### config.mk
export PLATFORM = sky130hd
export DESIGN_NAME = feeder_jam_recovery_fsm_flat
export DESIGN_NICKNAME = d
export VERILOG_FILES = /design/src/design/fjr_pkg.sv /design/src/design/fjr_if.sv /design/src/design/feeder_jam_recovery_fsm.sv /design/src/flat_wrapper.sv
export SDC_FILE = /design/constraint.sdc
export NUM_CORES = 1
export LEC_CHECK = 0
export BUFFER_PORTS_ARGS = -buffer_cell sky130_fd_sc_hd__buf_2
export CORE_UTILIZATION = 40
export CTS_BUF_LIST = sky130_fd_sc_hd__clkbuf_8
export DETAILED_ROUTE_END_ITERATION = 7
export HOLD_SLACK_MARGIN = 0.1
export PLACE_DENSITY_LB_ADDON = 0.1
export SYNTH_ARGS = -nofsm -noshare
export SYNTH_HDL_FRONTEND = slang
export SYNTH_SLANG_ARGS = --single-unit
### constraint.sdc
create_clock -name clk -period 20.6 [get_ports clk]
set_input_delay 4.12 -clock clk [delete_from_list [all_inputs] [get_ports clk]]
set_output_delay 4.12 -clock clk [all_outputs]
set_load 0.02 [all_outputs]
### src/design/fjr_pkg.sv
// fjr_pkg: shared types, mode codes, register indexes and reset values
// for the feeder jam recovery block. No dependencies.
`timescale 1ns / 1ps
package fjr_pkg;

	localparam int MODE_W   = 4;
	localparam int SPEED_W  = 16;
	localparam int BAND_W   = 10;
	localparam int JAM_W    = 10;
	localparam int REV_W    = 16;
	localparam int UNIT_W   = 10;
	localparam int MULT_W   = 5;
	localparam int CFG_IDX_W  = 8;
	localparam int CFG_DATA_W = 16;

	typedef logic [MODE_W-1:0]         mode_t;
	typedef logic signed [SPEED_W-1:0] speed_t;
	typedef logic [CFG_IDX_W-1:0]      cfg_idx_t;
	typedef logic [CFG_DATA_W-1:0]     cfg_data_t;

	// mode codes; everything above MODE_RUN_LAST is an idle code
	localparam mode_t MODE_START     = 4'd0;
	localparam mode_t MODE_STOP      = 4'd1;
	localparam mode_t MODE_REVERSE   = 4'd2;
	localparam mode_t MODE_RUN_FIRST = 4'd3;
	localparam mode_t MODE_RUN_LAST  = 4'd9;

	// configuration register indexes
	localparam cfg_idx_t CFG_STALL_BAND    = 8'd0;
	localparam cfg_idx_t CFG_JAM_TICKS     = 8'd1;
	localparam cfg_idx_t CFG_REVERSE_TICKS = 8'd2;
	localparam cfg_idx_t CFG_UNIT_SPEED    = 8'd3;

	localparam logic [BAND_W-1:0] STALL_BAND_RST    = 10'd20;
	localparam logic [JAM_W-1:0]  JAM_TICKS_RST     = 10'd60;
	localparam logic [REV_W-1:0]  REVERSE_TICKS_RST = 16'd300;
	localparam logic [UNIT_W-1:0] UNIT_SPEED_RST    = 10'd100;

	// setpoint multiplier of each run rate
	function automatic logic [MULT_W-1:0] run_mult(input logic [2:0] idx);
		logic [MULT_W-1:0] m;
		unique case (idx)
			3'd0:    m = 5'd3;
			3'd1:    m = 5'd5;
			3'd2:    m = 5'd6;
			3'd3:    m = 5'd8;
			3'd4:    m = 5'd10;
			3'd5:    m = 5'd15;
			3'd6:    m = 5'd20;
			default: m = 5'd0;
		endcase
		return m;
	endfunction

endpackage

### src/design/fjr_if.sv
// fjr_if: valid/ready channel interfaces for ticks, results and register writes.
// Depends on fjr_pkg.
`timescale 1ns / 1ps
interface fjr_tick_if;
	logic               valid;
	logic               ready;
	fjr_pkg::mode_t     mode_request;
	fjr_pkg::speed_t    measured_speed;
	logic               ball_present;

	modport source (output valid, mode_request, measured_speed, ball_present, input ready);
	modport sink   (input valid, mode_request, measured_speed, ball_present, output ready);
endinterface

interface fjr_result_if;
	logic               valid;
	logic               ready;
	fjr_pkg::mode_t     current_mode;
	fjr_pkg::speed_t    speed_setpoint;

	modport source (output valid, current_mode, speed_setpoint, input ready);
	modport sink   (input valid, current_mode, speed_setpoint, output ready);
endinterface

interface fjr_cfg_if;
	logic                valid;
	logic                ready;
	fjr_pkg::cfg_idx_t   index;
	fjr_pkg::cfg_data_t  data;

	modport source (output valid, index, data, input ready);
	modport sink   (input valid, index, data, output ready);
endinterface

### src/design/feeder_jam_recovery_fsm.sv
// feeder_jam_recovery_fsm: feeder mode control with stall-based jam recovery.
// Depends on fjr_pkg and the channel interfaces in fjr_if.sv.
//
//   channel   dir   payload                                   
//   tick      in    mode_request, measured_speed, ball_present
//   result    out   current_mode, speed_setpoint              
//   cfg       in    index, data (always ready)                
//
// One tick per cycle sustained while results are taken; a tick passes the tick register,
// then the result register. The tick register feeds combinational mode/counter logic that
// updates state and the result register in the same edge, closing the state loop.
// The tick stage holds only while the result register is full and not taken.
// arst_n clears state, counters and valid flags; config registers return to reset values.
`timescale 1ns / 1ps
module feeder_jam_recovery_fsm (
	input  logic            clk,
	input  logic            arst_n,
	fjr_tick_if.sink        tick,
	fjr_result_if.source    result,
	fjr_cfg_if.sink         cfg
);
	import fjr_pkg::*;

	// configuration registers
	logic [BAND_W-1:0] band_q;
	logic [JAM_W-1:0]  jam_ticks_q;
	logic [REV_W-1:0]  rev_ticks_q;
	logic [UNIT_W-1:0] unit_q;

	// tick stage
	logic   valid_s1;
	mode_t  req_s1;
	speed_t speed_s1;
	logic   ball_s1;

	// block state
	mode_t             mode_q, mode_d;
	mode_t             ret_mode_q, ret_mode_d;
	speed_t            prev_sp_q, sp_d;
	logic [JAM_W-1:0]  stall_cnt_q, stall_cnt_d;
	logic [REV_W-1:0]  rev_cnt_q, rev_cnt_d;

	// result register
	logic   res_valid_q;
	mode_t  res_mode_q;
	speed_t res_sp_q;

	logic              adv;
	mode_t             mode_in;
	logic              is_run, check_jam, stalled, jam_fire, rev_done;
	logic [SPEED_W:0]  speed_ext, mag;
	logic [JAM_W-1:0]  stall_inc;
	logic [REV_W-1:0]  rev_inc;
	mode_t             run_off;
	logic [SPEED_W-1:0] unit_ext;
	logic [MULT_W+UNIT_W-1:0] run_prod;

	assign adv         = valid_s1 && (!res_valid_q || result.ready);
	assign tick.ready  = !valid_s1 || adv;
	assign cfg.ready   = 1'b1;

	assign result.valid          = res_valid_q;
	assign result.current_mode   = res_mode_q;
	assign result.speed_setpoint = res_sp_q;

	always_ff @(posedge clk or negedge arst_n) begin
		if (!arst_n) begin
			band_q      <= STALL_BAND_RST;
			jam_ticks_q <= JAM_TICKS_RST;
			rev_ticks_q <= REVERSE_TICKS_RST;
			unit_q      <= UNIT_SPEED_RST;
		end else if (cfg.valid) begin
			unique case (cfg.index)
				CFG_STALL_BAND:    band_q      <= cfg.data[BAND_W-1:0];
				CFG_JAM_TICKS:     jam_ticks_q <= cfg.data[JAM_W-1:0];
				CFG_REVERSE_TICKS: rev_ticks_q <= cfg.data[REV_W-1:0];
				CFG_UNIT_SPEED:    unit_q      <= cfg.data[UNIT_W-1:0];
				default: ;
			endcase
		end
	end

	always_ff @(posedge clk or negedge arst_n) begin
		if (!arst_n) begin
			valid_s1 <= 1'b0;
		end else if (tick.ready) begin
			valid_s1 <= tick.valid;
		end
	end

	always_ff @(posedge clk) begin
		if (tick.valid && tick.ready) begin
			req_s1   <= tick.mode_request;
			speed_s1 <= tick.measured_speed;
			ball_s1  <= tick.ball_present;
		end
	end

	// next-mode logic
	always_comb begin
		mode_in   = (mode_q != MODE_START && mode_q != MODE_REVERSE) ? req_s1 : mode_q;
		is_run    = (mode_in >= MODE_RUN_FIRST) && (mode_in <= MODE_RUN_LAST);
		check_jam = is_run || (mode_in == MODE_START);

		speed_ext = {speed_s1[SPEED_W-1], speed_s1};
		mag       = speed_s1[SPEED_W-1] ? ((SPEED_W+1)'(0) - speed_ext) : speed_ext;
		stalled   = (prev_sp_q != '0) && (mag <= {{(SPEED_W+1-BAND_W){1'b0}}, band_q});
		stall_inc = stall_cnt_q + JAM_W'(1);
		jam_fire  = stalled && (stall_inc >= jam_ticks_q);

		rev_inc   = rev_cnt_q + REV_W'(1);
		rev_done  = rev_inc >= rev_ticks_q;

		mode_d      = mode_in;
		ret_mode_d  = ret_mode_q;
		stall_cnt_d = stall_cnt_q;
		rev_cnt_d   = rev_cnt_q;

		if (check_jam) begin
			stall_cnt_d = (stalled && !jam_fire) ? stall_inc : '0;
		end

		priority if (is_run || mode_in == MODE_START) begin
			if (jam_fire) begin
				ret_mode_d = mode_in;
				mode_d     = MODE_REVERSE;
			end else if (mode_in == MODE_START && ball_s1) begin
				mode_d = MODE_STOP;
			end
		end else if (mode_in == MODE_REVERSE) begin
			if (rev_done) begin
				mode_d    = ret_mode_q;
				rev_cnt_d = '0;
			end else begin
				rev_cnt_d = rev_inc;
			end
		end else begin
			mode_d = mode_in;
		end

		// setpoint from the new mode
		unit_ext = {{(SPEED_W-UNIT_W){1'b0}}, unit_q};
		run_off  = mode_d - MODE_RUN_FIRST;
		run_prod = run_mult(run_off[2:0]) * unit_q;

		priority if (mode_d == MODE_START) begin
			sp_d = speed_t'(unit_ext << 1);
		end else if (mode_d == MODE_STOP) begin
			sp_d = '0;
		end else if (mode_d == MODE_REVERSE) begin
			sp_d = speed_t'(SPEED_W'(0) - ((unit_ext << 3) + (unit_ext << 1)));
		end else if (mode_d >= MODE_RUN_FIRST && mode_d <= MODE_RUN_LAST) begin
			sp_d = speed_t'({{(SPEED_W-MULT_W-UNIT_W){1'b0}}, run_prod});
		end else begin
			sp_d = prev_sp_q;
		end
	end

	always_ff @(posedge clk or negedge arst_n) begin
		if (!arst_n) begin
			mode_q      <= MODE_START;
			ret_mode_q  <= MODE_START;
			prev_sp_q   <= '0;
			stall_cnt_q <= '0;
			rev_cnt_q   <= '0;
		end else if (adv) begin
			mode_q      <= mode_d;
			ret_mode_q  <= ret_mode_d;
			prev_sp_q   <= sp_d;
			stall_cnt_q <= stall_cnt_d;
			rev_cnt_q   <= rev_cnt_d;
		end
	end

	always_ff @(posedge clk or negedge arst_n) begin
		if (!arst_n) begin
			res_valid_q <= 1'b0;
		end else if (adv) begin
			res_valid_q <= 1'b1;
		end else if (result.ready) begin
			res_valid_q <= 1'b0;
		end
	end

	always_ff @(posedge clk) begin
		if (adv) begin
			res_mode_q <= mode_d;
			res_sp_q   <= sp_d;
		end
	end

endmodule

### src/flat_wrapper.sv
// flat-port wrapper written by rule: the top's interface ports become plain ports
module feeder_jam_recovery_fsm_flat import fjr_pkg::*;
  (clk, arst_n, tick_valid, tick_mode_request, tick_measured_speed, tick_ball_present, tick_ready, result_valid, result_current_mode, result_speed_setpoint, result_ready, cfg_valid, cfg_index, cfg_data, cfg_ready);
  fjr_tick_if tick_i ();
  fjr_result_if result_i ();
  fjr_cfg_if cfg_i ();
  input  logic clk;
  input  logic arst_n;
  input wire logic [$bits(tick_i.valid)-1:0] tick_valid;
  input wire logic [$bits(tick_i.mode_request)-1:0] tick_mode_request;
  input wire logic [$bits(tick_i.measured_speed)-1:0] tick_measured_speed;
  input wire logic [$bits(tick_i.ball_present)-1:0] tick_ball_present;
  output wire logic [$bits(tick_i.ready)-1:0] tick_ready;
  output wire logic [$bits(result_i.valid)-1:0] result_valid;
  output wire logic [$bits(result_i.current_mode)-1:0] result_current_mode;
  output wire logic [$bits(result_i.speed_setpoint)-1:0] result_speed_setpoint;
  input wire logic [$bits(result_i.ready)-1:0] result_ready;
  input wire logic [$bits(cfg_i.valid)-1:0] cfg_valid;
  input wire logic [$bits(cfg_i.index)-1:0] cfg_index;
  input wire logic [$bits(cfg_i.data)-1:0] cfg_data;
  output wire logic [$bits(cfg_i.ready)-1:0] cfg_ready;
  assign tick_i.valid = tick_valid;
  assign tick_i.mode_request = tick_mode_request;
  assign tick_i.measured_speed = tick_measured_speed;
  assign tick_i.ball_present = tick_ball_present;
  assign tick_ready = tick_i.ready;
  assign result_valid = result_i.valid;
  assign result_current_mode = result_i.current_mode;
  assign result_speed_setpoint = result_i.speed_setpoint;
  assign result_i.ready = result_ready;
  assign cfg_i.valid = cfg_valid;
  assign cfg_i.index = cfg_index;
  assign cfg_i.data = cfg_data;
  assign cfg_ready = cfg_i.ready;
  feeder_jam_recovery_fsm u_core (.clk(clk), .arst_n(arst_n), .tick(tick_i), .result(result_i), .cfg(cfg_i));
endmodule
==> metrics, run 1 <==
Avg Synthesized Cell Area around 9.7 um^2; Filler Cell Count ~2,400; asr flop ratio synth between 70% and 80%; crit end category register; Yosys cell types 74; endpoints failing hold 0; Critical Path Start u_core.rev_cnt_q[0]; vias in the first global route 7,426; Die Area 25,300 um^2; DR iter-0 viols roughly 550; Post-synth EDFFs 41; I/O Buffers 71; Max Cap Violations 0; initial core utilization 40.7%; Slew Viols, Final 0; Max VDD drop about 0.000044 V; worst-skew pair later-pin latency between 400 and 500 ps; Post-Route WL 24.8 mm; WL met1 11.8 mm; Die X 159 um; Layout Skew ~17 ps; Layout Area Growth over Synthesis 11.0%; initial antenna violation count 0; net count after synthesis 1,171; Seq/Total Area, Yosys a little under two fifths; Antenna Cells 0; maximum clock path buffer count 2; CP Data Required Time between 20,000 and 25,000 ps; Met3 Wirelength 979 um; top sig layer met4; Slew headroom between 30% and 40%; Most used DFF post-synth dfrtp_1; core area between 20,000 and 25,000 um^2; first-pass GRT wire length 40.5 mm; critical path type register to register; met2 wire length 11.6 mm; # DRC 0; Internal Pwr Total 0.609 mW; worst endpoint data arrival time between 9000 and 10,000 ps; pin count of the biggest net entering global routing 55; Startpoint Class register; Final TNS setup 0 ps; Detail Route Antenna Nets 0; Worst path slowest cell nor2_1; placed cell count ~1,400; via count between 7,000 and 8,000; Sw Ratio between 40% and 50%; hold crit path type register to register; power per cell area ~95 nW/um^2; Final Cycle Share ~47%; routability-driven placement congestion ratio roughly 0.87; Chip Height around 160 um; GRT Total Usage around a fifth; Num CTS Buffers 17; power share of the clock group between 20 and 25%; CP dominant cell by count ha_1; drt wl/cell 17.5 um; hold_buf cts 0; combinational power share a little over two fifths; Final min period slightly below 10,000 ps; H-tree depth 4; Total Power 1.04 mW; Setup-failing EPs final 0; fmax between 0.1 and 0.15 GHz; CTS tree built; #FFs+latches synth between 100 and 150; status finished clean; Nets 1,234; clk slew on worst S/H paths roughly 90 ps; FP Rows 57; Gate Count Post-Synth roughly 1,000; clk sink count 139; worst-path maximum fanout 16; drt first pass iters 8; DPL Wire Length approximately 19 mm; hold_sp u_core.valid_s1; layout cell share with drive strength beyond 1 17.2%; RSZ-0062 raised after global routing false; CP max stage delay 630 ps; Setup Fix Bufs, Post-CTS 0; Resized Gates After CTS 0; vias per cell around 5.4; Switching Power ~0.43 mW; total congestion overflow 0; Flop pwr share a little over a third; commonest non-fill, non-tap cells in the layout inv_1, nand2_1, dfrtp_1, ha_1, buf_2; IO Count 73; CTS Root Cell clkbuf_8; yosys warns 0; leakage power just over 5 nW; Slew @ Worst Pin 1010 ps; Finished Layout Cells 1,419; Worst R2R Start u_core.rev_cnt_q[0]; synthesized area ~9900 um^2
path summary, 6_finish.rpt:
check / to / slack [ps] / depth (start not counted)
worst max-delay path: u_core.result.speed_setpoint[14] / 10920 / 34
worst min-delay path: u_core.result.valid / 490 / 1
worst max register to register: u_core.result.speed_setpoint[14] / 10920 / 34
worst min register to register: u_core.result.valid / 490 / 1
max in group asynchronous: u_core.unit_q[4] / 15750 / 2
min in group asynchronous: u_core.prev_sp_q[14] / 3690 / 1
layer usage:
metal | GRT usage (%) | vias up
li1 | - | 3774
met1 | 28.1 | 3698
met2 | 33.2 | 197
met3 | 3.33 | 24
met4 | 5.42 | 0
met5 | 0 | -
state kept, by name (all words and copies together), names as in the netlist:
signal,flops
u_core.req_s1,4
u_core.speed_s1,16
u_core.result.valid,1
u_core.rev_cnt_q,16
u_core.prev_sp_q,16
u_core.ball_s1,1
u_core.stall_cnt_q,10
u_core.result.current_mode,4
u_core.unit_q,10
u_core.mode_q,4
u_core.ret_mode_q,4
u_core.result.speed_setpoint,16
u_core.band_q,10
u_core.rev_ticks_q,16
u_core.valid_s1,1
u_core.jam_ticks_q,10
worst max-delay path, delay by kind of cell (launching register included):
| family | cells | cell delay (ps) |
|---|---|---|
| adder cells (fa/ha/maj) | 8 | 3180 |
| AO/OA/AOI/OAI | 10 | 2500 |
| AND/OR/NAND/NOR | 11 | 2490 |
| buffers and inverters | 3 | 490 |
| flip-flops | 1 | 440 |
| XOR/XNOR | 2 | 320 |
logic make-up after synthesis:
family | after synthesis | synth area share, %
compound gates | 234 | 15.7
xor+xnor | 58 | 5.14
fa+ha+maj | 102 | 14.8
buf+inv | 123 | 4.95
flops | 139 | 37.5
mux | 46 | 5.28
other cells | 1 | 0.0380
simple gates | 316 | 16.6
power groups by stage:
stage	clock [mW]	sequential, mW	combinational [mW]
after floorplan	0	0.375	0.295
after global placement	0	0.369	0.430
after detailed placement	0	0.369	0.430
after CTS	0.249	0.364	0.431
after global routing	0.260	0.369	0.479
final	0.241	0.364	0.434
synth_stat cells (14+ instances only):
cell type | number | area [um^2]
fa_1 | 25 | 500
ha_1 | 77 | 963
xor2_1 | 23 | 201
nand2b_1 | 25 | 156
xnor2_1 | 35 | 307
and3_1 | 24 | 150
dfrtp_1 | 85 | 2130
a21oi_1 | 35 | 175
nand3_1 | 37 | 185
mux2_2 | 41 | 462
clkbuf_1 | 24 | 90.1
a31oi_1 | 20 | 125
edfxtp_1 | 41 | 1230
o31ai_1 | 14 | 105
a21o_1 | 14 | 105
nor2_1 | 50 | 188
inv_1 | 87 | 327
o21ai_0 | 68 | 340
nand2_1 | 88 | 330
nor2b_1 | 16 | 100
final cells by class:
| class | instances | area (um^2) | share of cell area (%) |
|---|---|---|---|
| Clock buffer | 18 | 248 | 2.26 |
| Timing Repair Buffer | 80 | 425 | 3.88 |
| Sequential cell | 139 | 3700 | 33.8 |
| Clock inverter | 14 | 169 | 1.54 |
| Multi-Input combinational cell | 757 | 5690 | 51.9 |
| Tap cell | 324 | 405 | 3.70 |
| Inverter | 87 | 327 | 2.98 |
stage by stage:
| stage | area (um^2) | worst slack [ps] | util [%] | hold slack, ps |
|---|---|---|---|---|
| global route | 11000 | 10090 | 45.2 | 530 |
| CTS | 11000 | 11050 | 45.2 | 497 |
| global placement | 10500 | 11270 | 43.5 | 475 |
| detailed placement | 10500 | 11090 | 43.5 | 484 |
| floorplan | 9870 | 12080 | - | 450 |
| finish | 11000 | 10920 | 45.2 | 492 |
Power figures use the tool's default switching activity.
==> run 2, diff against run 1 <==
- clock period: 20.6 -> 10 ns (I/O delays scaled with it)
==> run 2 against run 1 <==
Power grew 110%. Die area is the same. Largest cell class unchanged. Register-to-register slack lost 10000 ps. Count of clock-buffer cells in the layout shrank 1. Combinational power grew 110%. Critical path depth shrank 1. Setup slack lost 10000 ps. Worst hold slack gained 5.6 ps. Sequential share of layout area grew 0.066 points. Clock skew grew 1.2 ps. Sequential power grew 110%. Critical endpoint unchanged.
==> metrics, run 2 (same netlist as run 1, synthesis figures left out) <==
clk slew on worst S/H paths 90 ps (about the same); Crit path max-delay family adder cells; DR iter-0 viols 413 (-25%); initial antenna violation count 0 (unchanged); Max Cap Violations 0 (unchanged); Flop pwr share 35.1% (about the same); crit end category register; vias per cell 5.42 (about the same); endpoints failing hold 0 (unchanged); CP Data Required Time 10,190 ps (-10,610 ps); Internal Pwr Total 1.24 mW (+100%); Worst path slowest cell nor2_1; hold_buf cts 0 (unchanged); maximum clock path buffer count 2 (unchanged); buffers plus inverters on the worst setup path 2 (-1); total congestion overflow 0 (unchanged); first-pass GRT wire length 40.2 mm (-0.94%); Layout Area Growth over Synthesis 10.8%; worst slack, placed 532 ps (-10,550 ps); Setup-failing EPs final 0 (unchanged); worst-skew pair later-pin latency 460 ps (about the same); Num CTS Buffers 17 (unchanged); IO Count 73 (unchanged); layout cell share with drive strength beyond 1 17.1% (-0.060 points); clk sink count 139 (unchanged); Final Cycle Share 93.4% (+46 points); Die Area 25,300 um^2 (unchanged); CTS tree built; worst endpoint data arrival time 9520 ps (-360 ps); Final TNS setup 0 ps (unchanged); Slew headroom 21.7% (-10 points); CP max stage delay 650 ps (+20 ps); final worst setup slack 661 ps (-10,260 ps); drt wl/cell 17.8 um (+1.9%); Final min period 9340 ps (-337 ps); GRT Total Usage 20.2% (-0.14 points); fmax 0.107 GHz (+3.6%); Nets 1,232 (-0.16%); Sw Ratio 42.0% (+0.62 points); Slew @ Worst Pin 1170 ps (+162 ps); Slew Viols, Final 0 (unchanged); CP dominant cell by count ha_1; worst-path maximum fanout 14 (-2); Layout Skew 18.2 ps (+1.24 ps); initial core utilization 40.7% (unchanged); H-tree depth 4 (unchanged); FP Rows 57 (unchanged); combinational power share 42.0% (+0.2 points); vias in the first global route 7,445 (+0.26%); Chip Height 159 um (unchanged); worst hold-check slack 498 ps (+5.65 ps); Startpoint Class register; pin count of the biggest net entering global routing 57 (+3.6%); via count 7,682 (-0.14%); Die X 159 um (unchanged); Filler Cell Count 2,417 (+1.7%); Finished Layout Cells 1,417 (-0.14%); Detail Route Antenna Nets 0 (unchanged); commonest non-fill, non-tap cells in the layout inv_1, nand2_1, dfrtp_1, ha_1, buf_2; power share of the clock group 22.9% (-0.3 points); Switching Power 0.903 mW (+110%); Post-Route WL 25.2 mm (+1.7%); status finished clean; I/O Buffers 71 (unchanged); critical path type register to register; hold crit path type register to register; power per cell area 196 nW/um^2 (+110%); routability-driven placement congestion ratio 0.867 (-0.16%); Max VDD drop 0.000105 V (+140%); CTS Root Cell clkbuf_8; placed cell count 1,385 (-0.14%); RSZ-0062 raised after global routing false; Antenna Cells 0 (unchanged); DPL Wire Length 18.9 mm (+1.1%); core area 24,200 um^2 (unchanged); drt first pass iters 5 (-3); leakage power 5.09 nW (-0.14%); Setup Fix Bufs, Post-CTS 0 (unchanged); # DRC 0 (unchanged)
[run 2: cell count changes in the layout (fill, tap and decap cells not counted)]
cell,before,now
clkinv_2,0,3
buf_4,10,8
inv_4,2,0
clkbuf_8,18,17
clkinvlp_4,2,1
inv_6,3,4
o21ai_1,5,4
o21ai_2,0,1
[run 2: final timing paths]
kind	startpoint	to	slack, ps	cells after the start
min in group asynchronous	arst_n	u_core.ret_mode_q[2]	1560	1
setup / recovery	u_core.rev_cnt_q[0]	u_core.result.speed_setpoint[14]	660	33
hold / removal	u_core.valid_s1	u_core.result.valid	500	1
max in group asynchronous	arst_n	u_core.unit_q[4]	7270	2
setup reg to reg	u_core.rev_cnt_q[0]	u_core.result.speed_setpoint[14]	660	33
hold reg to reg	u_core.valid_s1	u_core.result.valid	500	1
[run 2: repair_timing]
item	in CTS	in global routing
endpoints found under the setup margin	0	2
resized for setup	0	1
endpoints found under the hold margin	0	0
[run 2: power by group through the flow]
stage	Combinational [mW]	Sequential, mW	Clock, mW
final	0.903	0.753	0.492
after global routing	0.982	0.762	0.525
after CTS	0.893	0.753	0.503
after detailed placement	0.889	0.763	0
after global placement	0.885	0.764	0
after floorplan	0.608	0.772	0
[run 2: layer usage]
| metal | vias up | wire length [um] | global-route usage, % |
|---|---|---|---|
| li1 | 3761 | - | - |
| met1 | 3682 | 11800 | 27.1 |
| met2 | 206 | 11700 | 32.9 |
| met3 | 33 | 1130 | 3.54 |
| met4 | 0 | 556 | 7.17 |
| met5 | - | 0 | 0 |
[run 2: final cells by class]
class	instances	area (um^2)	share of cell area, %
Multi-Input combinational cell	757	5690	52.0
Sequential cell	139	3700	33.8
Timing Repair Buffer	78	410	3.75
Tap cell	324	405	3.71
Inverter	87	327	2.99
Clock buffer	17	234	2.14
Clock inverter	15	173	1.58
[run 2: through the flow]
step                instance area [um^2]  util, %  power, mW
finish                             10900     45.1       2.15
global route                       10900     45.1       2.27
CTS                                10900     45.1       2.15
detailed placement                 10500     43.4       1.65
global placement                   10500     43.4       1.65
floorplan                           9870        -       1.38
==> run 3, diff against run 2 <==
- CORE_MARGIN: not set -> 4
==> run 3 against run 2 <==
Via count up 0.16%. Critical path depth up 1. Clock power up 4.5%. Sequential cell count unchanged. Global-route usage down 0.87 points. Combinational power down 0.6%. Highest routed layer unchanged. Critical endpoint unchanged. Register-to-register slack better by 230 ps. Non-clock buffer count up 1. Worst hold slack better by 11 ps. Count of clock-buffer cells in the layout up 1. Sequential power about the same.
==> metrics, run 3 (same netlist as run 1, synthesis figures left out) <==
hold crit path type register to register; crit end category register; CTS tree built; Nets 1,233 (+0.081%); Die Area 27,300 um^2 (+7.7%); worst endpoint data arrival time 9300 ps (-220 ps); H-tree depth 4 (unchanged); Finished Core Util 45.1% (about the same); vias per cell 5.43 (about the same); Die X 165 um (+3.8%); I/O Buffers 71 (unchanged); hold_buf cts 0 (unchanged); routability-driven placement congestion ratio 0.878 (+1.2%); clk slew on worst S/H paths 90 ps (about the same); commonest non-fill, non-tap cells in the layout nand2_1, inv_1, dfrtp_1, ha_1, buf_2; worst-path maximum fanout 14 (unchanged); Final TNS setup 0 ps (unchanged); RSZ-0062 raised after global routing false; Slew Viols, Final 0 (unchanged); Max Cap Violations 0 (unchanged); CP Data Required Time 10,190 ps (about the same); Worst path slowest cell o21ai_1; Detail Route Antenna Nets 0 (unchanged); fmax 0.110 GHz (+2.5%); CP dominant cell by count ha_1; clk sink count 139 (unchanged); DR iter-0 viols 394 (-4.6%); Max VDD drop 0.0000960 V (-8.3%); endpoints failing hold 0 (unchanged); Setup Fix Bufs, Post-CTS 0 (unchanged); core area 24,300 um^2 (+0.29%); Resized Gates After CTS 0 (unchanged); initial core utilization 40.6% (-0.12 points); placed cell count 1,386 (+0.072%); GRT Total Usage 19.4% (-0.87 points); vias in the first global route 7,465 (+0.27%); power per cell area 197 nW/um^2 (+0.50%); Final Cycle Share 91.1% (-2.3 points); total congestion overflow 0 (unchanged); Setup-failing EPs final 0 (unchanged); pin count of the biggest net entering global routing 71 (+25%); Layout Skew 25.8 ps (+7.63 ps); critical path type register to register; CP max stage delay 650 ps (about the same); layout cell share with drive strength beyond 1 17.2% (+0.076 points); maximum clock path buffer count 2 (unchanged); DPL Wire Length 19.2 mm (+1.6%); FP Rows 57 (unchanged); final worst setup slack 890 ps (+229 ps); Startpoint Class register; drt wl/cell 18.0 um (+0.98%); Finished Layout Cells 1,418 (+0.071%); first-pass GRT wire length 40.9 mm (+1.7%); Post-Route WL 25.5 mm (+1.1%); Slew headroom 21.9% (+0.21 points); Antenna Cells 0 (unchanged); worst slack, placed 953 ps (+422 ps); # DRC 0 (unchanged); leakage power 5.10 nW (+0.28%); Num CTS Buffers 17 (unchanged); Slew @ Worst Pin 1170 ps (-3.12 ps); status finished clean; IO Count 73 (unchanged); Chip Height 165 um (+3.8%); initial antenna violation count 0 (unchanged); worst-skew pair later-pin latency 470 ps (about the same); drt first pass iters 7 (+2); Final min period 9110 ps (-229 ps); commonest non-fill, non-tap cell in the layout nand2_1; CTS Root Cell clkbuf_8; via count 7,694 (+0.16%); Layout Area Growth over Synthesis 11.1%
[run 3: path summary, 6_finish.rpt]
check | slack, ps | depth (start not counted) | from | to
worst min register to register | 510 | 2 | u_core.mode_q[0] | u_core.mode_q[0]
max in group asynchronous | 7270 | 2 | arst_n | u_core.rev_ticks_q[9]
min in group asynchronous | 1460 | 1 | arst_n | u_core.ret_mode_q[1]
worst max register to register | 890 | 34 | u_core.rev_cnt_q[0] | u_core.result.speed_setpoint[14]
worst min-delay path | 510 | 2 | u_core.mode_q[0] | u_core.mode_q[0]
worst max-delay path | 890 | 34 | u_core.rev_cnt_q[0] | u_core.result.speed_setpoint[14]
[run 3: report_power, final]
| group | internal, mW | switching (mW) | leakage [nW] |
|---|---|---|---|
| clock network | 0.261 | 0.253 | 0.225 |
| registers | 0.688 | 0.0639 | 1.65 |
| logic | 0.310 | 0.588 | 3.23 |
| total | 1.26 | 0.905 | 5.10 |
[run 3: layer usage]
layer	up-vias	track usage (%)	wire, um
li1	3776	-	-
met1	3705	27.0	12100
met3	21	3.65	1150
met2	192	31.3	11900
met4	0	4.69	286
met5	-	0	0
[run 3: worst max-delay path, delay by kind of cell, from the launching register on]
kind	cells	cell delay, ps
compound gates	10	2780
simple gates	11	1860
xor+xnor	2	370
fa+ha+maj	8	3030
flops	1	440
buf+inv	3	360
[run 3: final cells by class]
type,count,area (um^2)
fillers,2369,13400
multi-input cells,757,5690
repair buffers,79,418
flip-flops and latches,139,3700
clock buffers,18,248
well taps,324,405
clock inverters,14,184
inverters,87,327
[run 3: metrics by stage]
step	cell area, um^2	hold slack, ps	power, mW
after floorplan	9870	450	1.38
after global placement	10500	477	1.65
after detailed placement	10500	478	1.65
after CTS	11000	511	2.18
after global routing	11000	523	2.31
final	11000	509	2.16
